$ cat src/rtl/sts_pkg.sv
`timescale 1ns / 1ps

package sts_pkg;

  localparam int unsigned ValueW = 32;
  localparam int unsigned IndexW = 10;

  typedef enum logic [1:0] {
    ST_APPENDED = 2'd0,
    ST_FULL     = 2'd1,
    ST_FOUND    = 2'd2,
    ST_NOTFOUND = 2'd3
  } status_e;

  typedef enum logic {
    OP_APPEND = 1'b0,
    OP_SEARCH = 1'b1
  } opcode_e;

  typedef struct packed {
    logic                     opcode;
    logic                     restart;
    logic signed [ValueW-1:0] value;
  } in_beat_t;

  typedef struct packed {
    status_e           status;
    logic [IndexW-1:0] index;
  } out_beat_t;

  // controller to datapath
  typedef struct packed {
    logic    start;
    logic    append;
    logic    rd_en;
    logic    step;
    logic    load_res;
    status_e res_status;
  } dp_cmd_t;

  // datapath to controller
  typedef struct packed {
    logic full;
    logic range_empty;
    logic hit;
  } dp_sts_t;

endpackage

$ cat src/rtl/sts_ctrl.sv
`timescale 1ns / 1ps

module sts_ctrl
  import sts_pkg::*;
(
  input  logic    clk_i,
  input  logic    rst_ni,
  input  logic    in_valid_i,
  input  logic    in_opcode_i,
  output logic    in_stall_o,
  output logic    out_valid_o,
  input  logic    out_stall_i,
  output dp_cmd_t cmd_o,
  input  dp_sts_t sts_i
);

  typedef enum logic [1:0] {
    S_IDLE,
    S_APPEND,
    S_PROBE,
    S_CMP
  } state_e;

  state_e state_q, state_d;
  logic   out_valid_q, out_valid_d;
  logic   slot_free;

  // a result may be loaded when the output register is empty or drains this cycle
  assign slot_free = !out_valid_q || !out_stall_i;

  always_comb begin
    state_d = state_q;
    cmd_o   = '0;
    cmd_o.res_status = ST_NOTFOUND;
    unique case (state_q)
      S_IDLE: begin
        if (in_valid_i) begin
          cmd_o.start = 1'b1;
          state_d = (in_opcode_i == OP_SEARCH) ? S_PROBE : S_APPEND;
        end
      end
      S_APPEND: begin
        if (slot_free) begin
          cmd_o.append     = 1'b1;
          cmd_o.load_res   = 1'b1;
          cmd_o.res_status = sts_i.full ? ST_FULL : ST_APPENDED;
          state_d = S_IDLE;
        end
      end
      S_PROBE: begin
        if (sts_i.range_empty) begin
          if (slot_free) begin
            cmd_o.load_res   = 1'b1;
            cmd_o.res_status = ST_NOTFOUND;
            state_d = S_IDLE;
          end
        end else begin
          cmd_o.rd_en = 1'b1;
          state_d = S_CMP;
        end
      end
      S_CMP: begin
        if (sts_i.hit) begin
          if (slot_free) begin
            cmd_o.load_res   = 1'b1;
            cmd_o.res_status = ST_FOUND;
            state_d = S_IDLE;
          end
        end else begin
          cmd_o.step = 1'b1;
          state_d = S_PROBE;
        end
      end
      default: state_d = S_IDLE;
    endcase
  end

  always_comb begin
    out_valid_d = out_valid_q;
    if (cmd_o.load_res) begin
      out_valid_d = 1'b1;
    end else if (!out_stall_i) begin
      out_valid_d = 1'b0;
    end
  end

  always_ff @(posedge clk_i or negedge rst_ni) begin
    if (!rst_ni) begin
      state_q     <= S_IDLE;
      out_valid_q <= 1'b0;
    end else begin
      state_q     <= state_d;
      out_valid_q <= out_valid_d;
    end
  end

  assign in_stall_o  = (state_q != S_IDLE);
  assign out_valid_o = out_valid_q;

  // a pending result must never be overwritten
  assert property (@(posedge clk_i) disable iff (!rst_ni)
    cmd_o.load_res |-> slot_free)
    else $error("result loaded over a stalled beat");

  // a probe read is always followed by its compare
  assert property (@(posedge clk_i) disable iff (!rst_ni)
    cmd_o.rd_en |=> state_q == S_CMP)
    else $error("probe read not followed by compare");

  // a stalled result beat stays valid
  assert property (@(posedge clk_i) disable iff (!rst_ni)
    out_valid_q && out_stall_i |=> out_valid_q)
    else $error("result beat dropped while stalled");

endmodule

$ cat config.mk
export PLATFORM = sky130hd
export DESIGN_NAME = sts_ctrl
export DESIGN_NICKNAME = d
export VERILOG_FILES = /design/src/rtl/sts_pkg.sv /design/src/rtl/sts_ctrl.sv
export SDC_FILE = /design/constraint.sdc
export NUM_CORES = 1
export LEC_CHECK = 0
export BUFFER_PORTS_ARGS = -buffer_cell sky130_fd_sc_hd__buf_2
export CAP_MARGIN = 10
export CORE_AREA = 2 2 39 41
export DETAILED_ROUTE_END_ITERATION = 10
export DIE_AREA = 0 0 41 43
export GPL_TIMING_DRIVEN = 0
export PLACE_DENSITY = 0.44
export SYNTH_ARGS = -nofsm -noshare
export SYNTH_HDL_FRONTEND = slang
export SYNTH_SLANG_ARGS = --single-unit
$ cat constraint.sdc
create_clock -name clk_i -period 1.3 [get_ports clk_i]
set_clock_uncertainty 0.2 [all_clocks]
set_input_delay 0.13 -clock clk_i [delete_from_list [all_inputs] [get_ports clk_i]]
set_output_delay 0.13 -clock clk_i [all_outputs]
set_load 0.05 [all_outputs]
==> results of run 1 <==
[per-layer routing]
layer  up-vias  share of wire, %  global-route usage [%]
met5         -                 0                       0
li1        149                 -                       -
met2         7                59                    15.6
met1       131                36                    12.9
met3         0               4.9                   0.524
met4         0                 0                    8.00
[worst max-delay path by stage]
stage / from / to / slack (ps)
after global placement: state_q[1] / cmd_o[2] / -230
after CTS: state_q[1] / cmd_o[0] / -310
final: state_q[1] / cmd_o[0] / -300
after detailed placement: state_q[0] / cmd_o[2] / -240
after global routing: state_q[1] / cmd_o[0] / -340
after floorplan: state_q[0] / state_q[1] / -200
[kinds of logic (layout without fill, tap and decap cells)]
kind of cell           Yosys count  in the layout  synth area share, %
AOI/OAI and AO/OA                7              7                 20.3
buffers and inverters            5             35                 13.2
DFF                              3              3                 33.0
and+or+nand+nor                 12             12                 33.5
[sequential cells by signal, indices dropped and copies added (netlist names)]
register and count:
out_valid_o 1, state_q 2
[area by class of cell]
class / instances / area, um2
fillers: 154 / 823
repair buffers: 27 / 236
multi-input cells: 19 / 174
flip-flops and latches: 3 / 77.6
clock buffers: 4 / 26.3
well taps: 16 / 20.0
inverters: 3 / 15.0
plain buffers: 1 / 11.3
[through the flow]
step | util, % | std cells | cell area, um2 | hold slack (ps) | total power, mW
3_3_place_gp | 27.0 | 59 | 374 | -271 | 1.09
6_report | 40.5 | 73 | 561 | -31.1 | 1.57
4_1_cts | 40.2 | 73 | 557 | -40.3 | 1.58
2_1_floorplan | - | 27 | 274 | -366 | 0.932
3_5_place_dp | 27.0 | 59 | 374 | -272 | 1.10
5_1_grt | 40.5 | 73 | 561 | -12.7 | 1.66
[worst max-delay path: stages (launching register included)]
cell and delay, ps:
dfrtp_2 430, and2b_1 190, a211o_4 270, buf_8 150
[power by group through the flow]
stage / clock [mW] / combinational [mW] / sequential [mW]
finish: 0.161 / 1.21 / 0.195
global route: 0.179 / 1.28 / 0.204
CTS: 0.166 / 1.22 / 0.195
detailed placement: 0 / 0.896 / 0.200
global placement: 0 / 0.891 / 0.200
floorplan: 0 / 0.686 / 0.246
[placed cells by master, fill, tap and decap left out, drive strengths merged, types with 2 or more instances in the layout]
cell type    netlist  final
buf                2     26
dfrtp              3      3
nand2              4      4
inv                3      2
a21oi              3      3
dlygate4sd3        0      2
clkbuf             0      4
a21o               2      2
nor3b              2      2
[timing repair]
action                                 4_1_cts  5_1_grt
setup endpoints to repair                    8        9
buffers inserted                             9        0
pin swaps                                    6        4
resized for setup                           25        1
cloned                                       0        0
endpoints found under the hold margin        5        1
==> results.json, run 1 <==
{
  "clkSlewWorstSetupHoldPaths_ps": 40,
  "antenna_cells": 0,
  "dp_hpwl_um": 477,
  "rsz0062_at_grt": "yes",
  "peakVddDrop_v": 0.00102,
  "crit_path_start_kind": "flop",
  "antenna_found_initial": 0,
  "htree_levels": 1,
  "power_frac_comb_pct": 77.3,
  "synth_top_area_share_pct": 33.0,
  "layout-drive-gt1-share_pct": 73.7,
  "synth_area_leaders": "dfrtp_1 (33%), nor3b_2 (11%), a21oi_1 (6.6%)",
  "nets": 66,
  "holdBufCountCts": 2,
  "grt_overflow_total": 0,
  "cp_data_arrival_time_ps": 1270,
  "holdWs_ps": -31.1,
  "tightestPinTransition_ps": 247,
  "track_usage_pct": 10.4,
  "syn_area_per_cell_um2": 8.43,
  "critPathKind": "flop to output pin",
  "synth_warnings": 0,
  "vias": 287,
  "synth_flop_cell": "dfrtp_1",
  "ant_nets": 0,
  "cap_violations": 0,
  "synth_commonest_cells": "nand2_1 (4), a21oi_1 (3), dfrtp_1 (3), inv_1 (3)",
  "r2r-start": "state_q[0]",
  "violations": "hold timing, setup timing",
  "syn_area_um2": 228,
  "seqPwrFrac_pct": 12.4,
  "synth_most_common_cell": "nand2_1",
  "synth_edf_count": 0,
  "status": "complete, but fails checks",
  "initial_utilization_pct": 16.5,
  "seq_area_frac_synth_pct": 33.0,
  "clockBufferDepth": 2,
  "hp-start": "out_stall_i",
  "tritoncts": "done",
  "crit_fanout": 6,
  "whs_path_depth": 3,
  "drt_wl_total_um": 679,
  "drc": 0,
  "required_ps": 970,
  "setup_tns_ps": -1810,
  "insertion_delay_ps": 230,
  "grt_pass1_vias": 333,
  "reg2reg_slack_ps": -60,
  "synth_nets": 35,
  "io_buffers": 16,
  "drt-wirelength-per-cell_um": 9.30,
  "core_area_um2": 1380,
  "drv_slew": 0,
  "place.gp.congestion": 0.685,
  "sw_frac_of_total_pct": 50.2,
  "dr.first_iter.drc_count": 0,
  "min_path_type": "input pin to flop",
  "setup_ws_ps": -296,
  "final_hold_viol_count": 1,
  "die_area_um2": 1760,
  "ys_async_sr_fraction_pct": 100,
  "cts.sinks": 3,
  "synth.ff_latch_count": 3,
  "pre_cts_ws_ps": -243,
  "rows": 14,
  "cts_made_buffers": 3,
  "io-pin-count": 17,
  "yosys.area.top_type": "dfrtp_1",
  "dr.pass1.iters": 1,
  "pwr-share-clk_pct": 10.3,
  "min_period_ps": 1600,
  "p_int_mw": 0.781,
  "fmax_mhz": 626,
  "regToRegEndpoint": "state_q[1]",
  "grt_first_pass_wirelength_um": 1260,
  "synth_cell_types": 16,
  "syn-instance-count": 27,
  "finalCritPeriodShare_pct": 123,
  "min_to": "out_valid_o",
  "finalSetupViolCount": 9,
  "die_x_um": 41,
  "synthToLayoutAreaGrowth_pct": 146,
  "cp-end-kind": "output pin",
  "p_per_area_nw_per_um2": 2800,
  "grt_max_degree": 9,
  "relSlewSlack_pct": 83.6,
  "cts-root-buf": "clkbuf_4",
  "p_leak_nw": 0.275,
  "switchingPower_mw": 0.788,
  "die_y_um": 43,
  "vias_per_cell": 3.93,
  "reg2reg_depth": 6
}
No activity file was read; power rests on OpenSTA's default activity.
==> run 2, diff against run 1 <==
Settings changed: CORE_AREA 2 2 39 41 to 5 5 42 44, DIE_AREA 0 0 41 43 to 0 0 47 49, TNS_END_PERCENT set to 10.
==> run 2 against run 1 <==
  * The flow still finishes with violations (hold timing, setup timing)
  * Power is 1.9% lower
  * Non-clock buffer count shrank 1
  * Global-route usage shrank 3.3 points
  * Hold slack worse by 6.3 ps
  * Critical path depth unchanged
  * Combinational power hardly changed
  * Wire length grew 13%
  * Sequential share of layout area rose by 0.78 points
  * Sequential power hardly changed
  * Largest power group unchanged
  * Highest routed layer unchanged
==> results.json, run 2 (synthesized netlist as in run 1, its figures left out) <==
{
  "status": "complete, but fails checks",
  "violations": "hold timing, setup timing",
  "min_path_type": "input pin to flop",
  "nets": 65,
  "largest_register_ffs": 2,
  "io_buffers": 16,
  "p_int_mw": 0.753,
  "dr.first_iter.drc_count": 0,
  "fill_cells": 158,
  "drc": 0,
  "p_leak_nw": 0.264,
  "grt_first_pass_wirelength_um": 1210,
  "drt-wirelength-per-cell_um": 10.6,
  "vias": 302,
  "vias_per_cell": 4.19,
  "cap_violations": 0,
  "cp-end-kind": "output pin",
  "htree_levels": 1,
  "rsz0062_at_grt": "yes",
  "track_usage_pct": 7.06,
  "critPathKind": "flop to output pin",
  "fmax_mhz": 624,
  "pwr-share-clk_pct": 11.0,
  "power_mw": 1.54,
  "crit_path_start_kind": "flop",
  "final_cells": 72,
  "holdWs_ps": -37.4,
  "peakVddDrop_v": 0.00136,
  "grt_overflow_total": 0,
  "switchingPower_mw": 0.786,
  "whs_path_depth": 3,
  "dpl_cell_area_um2": 362,
  "required_ps": 970,
  "die_area_um2": 2300,
  "largest-register": "state_q",
  "cp_data_arrival_time_ps": 1270,
  "final_cell_mix": "buf_2 (8), buf_4 (8), buf_6 (7)",
  "relSlewSlack_pct": 83.6,
  "grt_max_degree": 9,
  "power_frac_comb_pct": 76.4,
  "finalSetupViolCount": 8,
  "dp.cells": 59,
  "drt_wl_total_um": 764,
  "core_area_um2": 1400,
  "grt_pass1_vias": 302,
  "drv_slew": 0,
  "cts_made_buffers": 3,
  "clockBufferDepth": 2,
  "cts-root-buf": "clkbuf_4",
  "final_cell_area_um2": 531,
  "final_hold_viol_count": 1,
  "layout-drive-gt1-share_pct": 71.4,
  "rows": 14,
  "io-pin-count": 17,
  "utilization_pct": 37.9,
  "sw_frac_of_total_pct": 51.1,
  "setup_ws_ps": -303,
  "tightestPinTransition_ps": 248,
  "seqPwrFrac_pct": 12.6,
  "r2r-start": "state_q[1]",
  "antenna_cells": 0,
  "die_y_um": 49,
  "min_period_ps": 1600,
  "reg2reg_depth": 4,
  "p_per_area_nw_per_um2": 2900,
  "ant_nets": 0,
  "place.gp.congestion": 0.672,
  "insertion_delay_ps": 230,
  "dr.pass1.iters": 1,
  "pre_cts_ws_ps": -228,
  "cts.sinks": 3,
  "holdBufCountCts": 2,
  "tritoncts": "done",
  "dp_hpwl_um": 477,
  "cp-startpoint": "state_q[1]",
  "synthToLayoutAreaGrowth_pct": 133,
  "initial_utilization_pct": 16.2,
  "die_x_um": 47,
  "antenna_found_initial": 0,
  "hp-start": "out_stall_i",
  "clkSlewWorstSetupHoldPaths_ps": 40,
  "setup_tns_ps": -1900,
  "crit_fanout": 6,
  "finalCritPeriodShare_pct": 123
}
## run 2: cell count changes in the layout (fill, tap and decap cells not counted)
| cell | previous run | this run |
|---|---|---|
| a211o_4 | 1 | 0 |
| buf_6 | 6 | 7 |
| buf_8 | 4 | 2 |
| a211o_2 | 0 | 1 |
| a21oi_1 | 1 | 2 |
| a21oi_2 | 2 | 1 |
## run 2: layout make-up
type,count,area [um2],area share (%)
clock buffers,4,26.3,4.95
well taps,16,20.0,3.77
multi-input cells,19,163,30.7
plain buffers,1,11.3,2.12
repair buffers,26,218,41.0
flip-flops and latches,3,77.6,14.6
inverters,3,15.0,2.83
## run 2: timing repair
item,CTS,global route
resized for setup,22,1
setup buffers,3,5
endpoints found under the setup margin,8,8
pin swaps,2,2
endpoints found under the hold margin,5,1
## run 2: path summary, 6_finish.rpt
path | endpoint | slack (ps)
min in group asynchronous | out_valid_o | 20
worst max-delay path | cmd_o[0] | -300
worst min-delay path | out_valid_o | -40
worst min register to register | out_valid_o | 340
max in group asynchronous | state_q[1] | 770
worst max register to register | state_q[1] | 10
## run 2: power by group through the flow
stage / Clock (mW) / Sequential, mW / Combinational, mW
5_1_grt: 0.185 / 0.196 / 1.24
2_1_floorplan: 0 / 0.241 / 0.670
3_5_place_dp: 0 / 0.191 / 0.875
4_1_cts: 0.179 / 0.205 / 1.06
6_report: 0.169 / 0.193 / 1.18
3_3_place_gp: 0 / 0.196 / 0.878
## run 2: metal layers
layer / global-route usage (%) / vias to the layer above / wire length [um]
met5: 0 / - / 0
met1: 9.51 / 139 / 374
met2: 9.50 / 14 / 331
li1: - / 149 / -
met4: 4.15 / 0 / 0
met3: 2.21 / 0 / 58
## run 2: worst max-delay path: stages, from the launching register on
cell	delay, ps
dfrtp_2	430
and2b_1	180
a211o_2	270
buf_6	150
